`src/sv/pfdp_pkg.sv`:
```
// shared types, constants and band lookup for the pll divider planner
package pfdp_pkg;

  typedef struct packed {
    logic [22:0] freq_khz;
    logic        int_mode;
  } pfdp_in_t;

  typedef struct packed {
    logic        range_error;
    logic [2:0]  out_div_exp;
    logic [7:0]  int_divider;
    logic [11:0] frac_value;
    logic        int_flag;
    logic        cp_linearity;
    logic        lock_detect_fn;
    logic        frac_one_bit;
    logic [22:0] achieved_khz;
  } pfdp_out_t;

  // per-transaction control carried down the pipeline
  typedef struct packed {
    logic       err;
    logic [2:0] e;
    logic       im;
  } pfdp_ctx_t;

  // accept edge to the edge that samples out_valid high
  localparam int unsigned LATENCY = 11;

  localparam logic [22:0] MIN_KHZ   = 23'd23500;
  localparam logic [22:0] MAX_KHZ   = 23'd6000000;
  localparam logic [15:0] COMP_KHZ  = 16'd38400;
  localparam logic [15:0] HALF_COMP = 16'd19200;
  localparam logic [11:0] FRAC_MOD  = 12'd4095;
  localparam logic [6:0]  DIV_75    = 7'd75;
  // (2^20 - 1) / 75, floor of x / 75 comes out exact or one low
  localparam logic [13:0] RECIP_75  = 14'd13981;
  // floor(2^30 / 4095), used with a 2^21 shift
  localparam logic [18:0] RECIP_FRAC = 19'd262208;
  localparam logic [7:0]  N_MIN     = 8'd78;
  localparam logic [7:0]  N_MAX     = 8'd156;

  localparam logic [22:0] BAND_FLOOR [8] = '{
    23'd3000000, 23'd1500000, 23'd750000, 23'd375000,
    23'd187500,  23'd93750,   23'd46875,  23'd23500
  };

  // smallest band index whose floor the request reaches
  function automatic logic [2:0] band_exp(input logic [22:0] f);
    logic [2:0] e;
    e = 3'd7;
    for (int i = 7; i >= 0; i--) begin
      if (f >= BAND_FLOOR[i]) e = 3'(i);
    end
    return e;
  endfunction

endpackage

```
`src/sv/pll_frequency_divider_plan_top.sv`:
```
// pll divider planner: band select, divide by comparison frequency, fraction, achieved freq
//
// usage
//   drive in_data and raise start; the transaction is taken at a rising edge
//   where start is high and busy is low. busy is high only during and right
//   after reset, so a new transaction can be taken every cycle.
//   each transaction gives exactly one result: out_data is valid for one
//   cycle with out_valid high, and the receiver takes it at the edge ending
//   that cycle. the receiver cannot stall, and the block never needs it to.
// timing
//   eleven-stage pipeline; throughput is one result per cycle. the stage
//   count comes from the three divide-by-constant units (reciprocal
//   multiply, then one compare-and-correct stage each) and the fraction
//   rescale, one multiplier per stage.
// reset
//   synchronous active-low rst_n empties the pipeline and drops out_valid;
//   transactions in flight are lost. busy stays high until the first edge
//   after rst_n is released.
// out-of-band requests give range_error with all other fields zero
module pll_frequency_divider_plan_top
  import pfdp_pkg::*;
(
  input  logic      clk,
  input  logic      rst_n,
  input  logic      start,
  output logic      busy,
  input  pfdp_in_t  in_data,
  output logic      out_valid,
  output pfdp_out_t out_data
);

  logic        busy_r;
  logic [10:1] vld_r;
  logic        out_valid_r;
  pfdp_out_t   out_data_r;
  pfdp_out_t   out_data_nxt;

  // stage 1: input register
  pfdp_in_t    in_r;

  // stage 2: band select
  pfdp_ctx_t   ctx2_r;
  logic [22:0] vco2_r;
  pfdp_ctx_t   ctx2_nxt;
  logic [22:0] vco2_nxt;

  // stage 3: quotient estimate
  pfdp_ctx_t   ctx3_r;
  logic [22:0] vco3_r;
  logic [7:0]  n0_3_r;
  logic [27:0] p3;

  // stage 4: quotient correction
  pfdp_ctx_t   ctx4_r;
  logic [7:0]  n4_r;
  logic [15:0] rem4_r;
  logic [22:0] np4_r;
  logic [23:0] np0;
  logic [23:0] rem0;
  logic [7:0]  n4_nxt;
  logic [15:0] rem4_nxt;
  logic [23:0] np4_nxt;

  // stage 5: scaled remainder
  pfdp_ctx_t   ctx5_r;
  logic [7:0]  n5_r;
  logic [22:0] np5_r;
  logic [27:0] t5_r;
  logic [27:0] t5_nxt;

  // stage 6: fraction estimate
  pfdp_ctx_t   ctx6_r;
  logic [7:0]  n6_r;
  logic [22:0] np6_r;
  logic [18:0] y6_r;
  logic [11:0] q6_r;
  logic [18:0] y6_nxt;
  logic [31:0] p6;

  // stage 7: fraction correction
  pfdp_ctx_t   ctx7_r;
  logic [7:0]  n7_r;
  logic [22:0] np7_r;
  logic [11:0] fr7_r;
  logic [18:0] qm7;
  logic [18:0] r7;
  logic [11:0] fr7_nxt;

  // stage 8: fraction times 75
  pfdp_ctx_t   ctx8_r;
  logic [7:0]  n8_r;
  logic [22:0] np8_r;
  logic [11:0] fr8_r;
  logic [18:0] w8_r;

  // stage 9: fraction contribution estimate
  pfdp_ctx_t   ctx9_r;
  logic [7:0]  n9_r;
  logic [22:0] np9_r;
  logic [11:0] fr9_r;
  logic [18:0] w9_r;
  logic [15:0] g9_r;
  logic [37:0] p9;

  // stage 10: fraction contribution correction
  pfdp_ctx_t   ctx10_r;
  logic [7:0]  n10_r;
  logic [22:0] np10_r;
  logic [11:0] fr10_r;
  logic [15:0] g10_r;
  logic [27:0] gm10;
  logic [27:0] r10;
  logic [15:0] g10_nxt;

  // output stage
  logic [23:0] sum11;
  logic [23:0] sh11;

  logic        accept;

  assign accept    = start && !busy_r;
  assign busy      = busy_r;
  assign out_valid = out_valid_r;
  assign out_data  = out_data_r;

  always_ff @(posedge clk) begin
    if (!rst_n) begin
      busy_r      <= 1'b1;
      vld_r       <= '0;
      out_valid_r <= 1'b0;
    end else begin
      busy_r      <= 1'b0;
      vld_r       <= {vld_r[9:1], accept};
      out_valid_r <= vld_r[10];
    end
  end

  // stage 2
  always_comb begin
    ctx2_nxt.err = (in_r.freq_khz < MIN_KHZ) || (in_r.freq_khz >= MAX_KHZ);
    ctx2_nxt.e   = band_exp(in_r.freq_khz);
    ctx2_nxt.im  = in_r.int_mode;
    vco2_nxt     = in_r.freq_khz << ctx2_nxt.e;
  end

  // stage 3: floor(vco / 38400) = floor((vco >> 9) / 75), estimate may be one low
  assign p3 = {14'b0, vco2_r[22:9]} * {14'b0, RECIP_75};

  // stage 4
  always_comb begin
    np0  = {16'b0, n0_3_r} * {8'b0, COMP_KHZ};
    rem0 = {1'b0, vco3_r} - np0;
    if (rem0 >= {8'b0, COMP_KHZ}) begin
      n4_nxt   = n0_3_r + 8'd1;
      rem4_nxt = 16'(rem0 - {8'b0, COMP_KHZ});
      np4_nxt  = np0 + {8'b0, COMP_KHZ};
    end else begin
      n4_nxt   = n0_3_r;
      rem4_nxt = rem0[15:0];
      np4_nxt  = np0;
    end
  end

  // stage 5: rem * 4095 + 19200, then divide by 38400 rounds half up
  assign t5_nxt = {12'b0, rem4_r} * {16'b0, FRAC_MOD} + {12'b0, HALF_COMP};

  // stage 6
  assign y6_nxt = t5_r[27:9];
  assign p6     = {13'b0, y6_nxt} * {18'b0, RECIP_75};

  // stage 7
  always_comb begin
    qm7 = {7'b0, q6_r} * {12'b0, DIV_75};
    r7  = y6_r - qm7;
    if (r7 >= {12'b0, DIV_75}) begin
      fr7_nxt = q6_r + 12'd1;
    end else begin
      fr7_nxt = q6_r;
    end
  end

  // stage 9: floor(fr * 38400 / 4095) = floor(w * 512 / 4095), estimate may be one low
  assign p9 = {19'b0, w8_r} * {19'b0, RECIP_FRAC};

  // stage 10
  always_comb begin
    gm10 = {12'b0, g9_r} * {16'b0, FRAC_MOD};
    r10  = {w9_r, 9'b0} - gm10;
    if (r10 >= {16'b0, FRAC_MOD}) begin
      g10_nxt = g9_r + 16'd1;
    end else begin
      g10_nxt = g9_r;
    end
  end

  // output stage
  always_comb begin
    if (ctx10_r.im) begin
      sum11 = {1'b0, np10_r};
    end else begin
      sum11 = {1'b0, np10_r} + {8'b0, g10_r};
    end
    sh11 = sum11 >> ctx10_r.e;
    out_data_nxt = '0;
    if (ctx10_r.err) begin
      out_data_nxt.range_error = 1'b1;
    end else begin
      out_data_nxt.out_div_exp    = ctx10_r.e;
      out_data_nxt.int_divider    = n10_r;
      out_data_nxt.frac_value     = fr10_r;
      out_data_nxt.int_flag       = ctx10_r.im;
      out_data_nxt.cp_linearity   = !ctx10_r.im;
      out_data_nxt.lock_detect_fn = ctx10_r.im;
      out_data_nxt.frac_one_bit   = !ctx10_r.im;
      out_data_nxt.achieved_khz   = sh11[22:0];
    end
  end

  // datapath registers
  always_ff @(posedge clk) begin
    in_r    <= in_data;

    ctx2_r  <= ctx2_nxt;
    vco2_r  <= vco2_nxt;

    ctx3_r  <= ctx2_r;
    vco3_r  <= vco2_r;
    n0_3_r  <= p3[27:20];

    ctx4_r  <= ctx3_r;
    n4_r    <= n4_nxt;
    rem4_r  <= rem4_nxt;
    np4_r   <= np4_nxt[22:0];

    ctx5_r  <= ctx4_r;
    n5_r    <= n4_r;
    np5_r   <= np4_r;
    t5_r    <= t5_nxt;

    ctx6_r  <= ctx5_r;
    n6_r    <= n5_r;
    np6_r   <= np5_r;
    y6_r    <= y6_nxt;
    q6_r    <= p6[31:20];

    ctx7_r  <= ctx6_r;
    n7_r    <= n6_r;
    np7_r   <= np6_r;
    fr7_r   <= fr7_nxt;

    ctx8_r  <= ctx7_r;
    n8_r    <= n7_r;
    np8_r   <= np7_r;
    fr8_r   <= fr7_r;
    w8_r    <= {7'b0, fr7_r} * {12'b0, DIV_75};

    ctx9_r  <= ctx8_r;
    n9_r    <= n8_r;
    np9_r   <= np8_r;
    fr9_r   <= fr8_r;
    w9_r    <= w8_r;
    g9_r    <= p9[36:21];

    ctx10_r <= ctx9_r;
    n10_r   <= n9_r;
    np10_r  <= np9_r;
    fr10_r  <= fr9_r;
    g10_r   <= g10_nxt;

    out_data_r <= out_data_nxt;
  end

  // every taken transaction comes out after the fixed pipeline latency
  assert property (@(posedge clk) disable iff (!rst_n)
    (start && !busy) |-> ##LATENCY out_valid)
    else $error("result missing after pipeline latency");

  // out-of-band results carry nothing but the error flag
  assert property (@(posedge clk) disable iff (!rst_n)
    (out_valid && out_data.range_error) |->
      (out_data.int_divider == 8'd0 && out_data.frac_value == 12'd0 &&
       out_data.achieved_khz == 23'd0 && out_data.int_flag == 1'b0 &&
       out_data.cp_linearity == 1'b0 && out_data.out_div_exp == 3'd0))
    else $error("range error result has nonzero fields");

  // in-band divider lands in the vco range and mode bits are complementary
  assert property (@(posedge clk) disable iff (!rst_n)
    (out_valid && !out_data.range_error) |->
      (out_data.int_divider >= N_MIN && out_data.int_divider <= N_MAX &&
       out_data.cp_linearity != out_data.int_flag &&
       out_data.frac_one_bit != out_data.lock_detect_fn))
    else $error("in-band result out of range or mode bits inconsistent");

endmodule

```
`config.mk`:
```
export PLATFORM = sky130hd
export DESIGN_NAME = pll_frequency_divider_plan_top
export DESIGN_NICKNAME = d
export VERILOG_FILES = /design/src/sv/pfdp_pkg.sv /design/src/sv/pll_frequency_divider_plan_top.sv
export SDC_FILE = /design/constraint.sdc
export NUM_CORES = 2
export LEC_CHECK = 0
export BUFFER_PORTS_ARGS = -buffer_cell sky130_fd_sc_hd__buf_4
export CAP_MARGIN = 20
export CORE_ASPECT_RATIO = 1.5
export CORE_UTILIZATION = 55
export DETAILED_ROUTE_END_ITERATION = 12
export PLACE_DENSITY = 0.83
export RECOVER_POWER = 100
export REMOVE_ABC_BUFFERS = 1
export SYNTH_ARGS = -nofsm -noshare
export SYNTH_HDL_FRONTEND = slang
export SYNTH_SLANG_ARGS = --single-unit
```
`constraint.sdc`:
```
create_clock -name clk -period 6.76 [get_ports clk]
set_input_delay 1.352 -clock clk [delete_from_list [all_inputs] [get_ports clk]]
set_output_delay 1.352 -clock clk [all_outputs]
set_load 0.005 [all_outputs]
```
==> flow_metrics.env <==
export IMPL_clk_insertion_delay_late_ns=0.61
export IMPL_tns_ns=0
export IMPL_final_max_slew_viol_count=69
export IMPL_max_cap_violations=2
export IMPL_layout_drive_gt1_share_pct=5.772
export IMPL_rsz0062_at_grt="true"
export IMPL_clkSlewWorstSetupHoldPaths_ns=0.08
export IMPL_rows=117
export IMPL_hold_path_depth=0
export IMPL_crit_path_start_kind="flop"
export IMPL_synth_area_um2=37600
export IMPL_finalWirelength_mm=75.97
export IMPL_globalplace_congestion=0.8923
export IMPL_finalHoldViolCount=0
export IMPL_hold_class="flop to flop"
export IMPL_place_area_um2=39220
export IMPL_violations="capacitance limit, slew limit"
export IMPL_start_util_pct=55.47
export IMPL_synth_area_leader_cell="dfxtp_1"
export IMPL_stdcell_area_um2=40750
export IMPL_cts_root_buf="clkbuf_16"
export IMPL_gr_total_overflow=0
export IMPL_diodes=0
export IMPL_min_period_ns=6.488
export IMPL_synthToLayoutAreaGrowth_pct=8.373
export IMPL_pre_cts_ws_ns=0.1269
export IMPL_fmax_mhz=154.1
export IMPL_grt_usage_pct=22.39
export IMPL_r2r_slack_ns=0.27
export IMPL_ys_seq_area_share_pct=27.31
export IMPL_first_global_vias=26509
export IMPL_die_area_um2=69430
export IMPL_avgSynthCellArea_um2=10.54
export IMPL_vias=24637
export IMPL_wire_per_inst_um=16.58
export IMPL_r2r_cells=20
export IMPL_vias_per_cell=5.377
export IMPL_end_kind="flop"
export IMPL_post_cts_setup_buffers=0
export IMPL_fin_crit_sh_pct=95.97
export IMPL_synth_ff_type="dfxtp_1"
export IMPL_min_to="n10_r[0]$_DFF_P_"
export IMPL_syn_inst=3568
export IMPL_cp_max_fo=17
export IMPL_h_tree_depth=2
export IMPL_io_pin_count=80
export IMPL_drtPass1Iterations=5
export IMPL_synth_seq_cells=513
export IMPL_synth_edff_count=0
export IMPL_worstMarginPinSlew_ns=2.158
export IMPL_grt_max_degree=42
export IMPL_finalNetCount=4703
export IMPL_die_w_um=215.5
export IMPL_path_class="flop to flop"
export IMPL_cts_sinks=513
export IMPL_drc=0
export IMPL_cts_buffer_depth=3
export IMPL_synth_top_area_share_pct=27.31
export IMPL_synth_cell_types=80
export IMPL_async_flop_share_pct=0
export IMPL_r2r_end="g10_r[5]$_DFF_P_"
export IMPL_core_area_um2=67780
export IMPL_postLayoutSetupSlackWorst_ns=0.2723
export IMPL_r2r_start="g9_r[6]$_DFF_P_"
export IMPL_cts_tree="built"
export IMPL_slew_headroom_pct=-43.86
export IMPL_status="finished, violations left"
export IMPL_holdBufCountCts=0
export IMPL_antenna_found_initial=0
export IMPL_drt_initial_drc_count=1110
export IMPL_yosysWarnings=0
export IMPL_ys_top_cells_by_area="dfxtp_1 27%, fa_1 24%, ha_1 19%"
export IMPL_final_setup_viol_count=0
export IMPL_cp_data_arrival_time_ns=7.02
export IMPL_ant_nets=0
export IMPL_grt_pass1_wl_mm=125.4
export IMPL_die_h_um=322.2
export IMPL_fin_worst_skew_ns=0.01639
export IMPL_numCtsBuffers=46
export IMPL_dp_hpwl_mm=61.38
export IMPL_port_buffers=79
export IMPL_min_from="n9_r[0]$_DFF_P_"
export IMPL_crit_required_ns=7.29
-- repair_timing --
action | 4_1_cts | 5_1_grt
gates resized for setup | 0 | 25
endpoints found under the hold margin | 0 | 0
setup endpoints to repair | 0 | 22
-- critical path, cell delays in order, from the launching register on --
cell	delay, ns
dfxtp_1	0.46
inv_1	0.14
fa_1	0.66
fa_1	0.47
fa_1	0.48
fa_1	0.55
inv_1	0.05
fa_1	0.52
inv_1	0.04
ha_1	0.29
or2_2	0.29
a31o_2	0.26
a31o_2	0.27
a41o_1	0.30
and4b_1	0.21
nor4_1	0.29
nand4_1	0.13
or4_1	0.53
buf_12	0.18
nand4_1	0.13
xnor2_1	0.15
-- cells in the mapped netlist (all sizes together) (44+ instances only) --
master	count
o21ai	98
nor2	134
ha	577
xor2	44
clkbuf	51
nor3	52
mux2i	67
nand2	118
nor2b	59
dfxtp	513
inv	676
a21oi	130
fa	447
xnor2	125
nand3	45
a21o	48
-- logic make-up (layout without fill, tap and decap cells) --
group	after synthesis	after routing	synth area share [%]
buf+inv	746	868	7.611
mux	85	85	2.413
flops	513	513	27.31
compound gates	463	463	7.980
xor+xnor	169	169	3.937
fa+ha+maj	1024	1024	43.00
simple gates	568	568	7.744
-- how the worst max path moves through the flow --
stage,from,endpoint,slack (ns),cells past startpoint
floorplan,n0_3_r[4]$_DFF_P_,n4_r[7]$_DFF_P_,0.46,21
global placement,g9_r[3]$_DFF_P_,g10_r[14]$_DFF_P_,0.33,22
detailed placement,g9_r[14]$_DFF_P_,g10_r[8]$_DFF_P_,0.13,23
CTS,g9_r[12]$_DFF_P_,g10_r[5]$_DFF_P_,0.0002,23
global route,g9_r[12]$_DFF_P_,g10_r[5]$_DFF_P_,-0.009,23
finish,g9_r[6]$_DFF_P_,g10_r[5]$_DFF_P_,0.27,20
-- layer usage --
layer	up-vias	GRT usage, %	routed length, um
met2	531	44.49	42190
met1	12081	22.68	27630
met5	-	0	0
met4	0	11.36	3876
met3	213	2.508	2267
li1	11812	-	-
-- per-stage QoR --
stage	instances	utilization [%]	hold slack (ns)
2_1_floorplan	3498	-	0.3096
3_3_place_gp	4496	57.86	0.3096
3_5_place_dp	4496	57.86	0.3120
4_1_cts	4582	60.26	0.3151
5_1_grt	4582	60.12	0.3151
6_report	4582	60.12	0.3138
-- area by class of cell --
class	instances	area (um^2)
Tap cell	892	1116
Fill cell	5257	27030
Inverter	676	2537
Multi-Input combinational cell	2309	24480
Sequential cell	513	10280
Clock inverter	33	420.4
Clock buffer	53	1207
Timing Repair Buffer	106	706.9
-- registers in the layout, summed over array words and instances, names as in the netlist, 16 cells and up --
name	count
y6_r	19
g9_r	16
rem4_r	16
vco3_r	23
g10_r	16
vco2_r	23
w8_r	19
t5_r	19
out_data	49
w9_r	19
in_r	23
-- layout by cell type, fill, tap and decap left out, types with 44 or more instances in the layout --
cell type    n
nand3_1     45
fa_1       443
ha_1       577
nor2_1     134
clkbuf_4    57
xnor2_1    125
mux2i_1     67
clkbuf_16   46
nand2_1    118
a21oi_1    130
nor2b_1     59
dfxtp_1    506
inv_1      673
xor2_1      44
nor3_1      52
o21ai_0     92
a21o_1      48
Power is left out: the tool's default activity adds up to more than one toggle a clock period on the data nets, which glitch-free logic cannot reach.
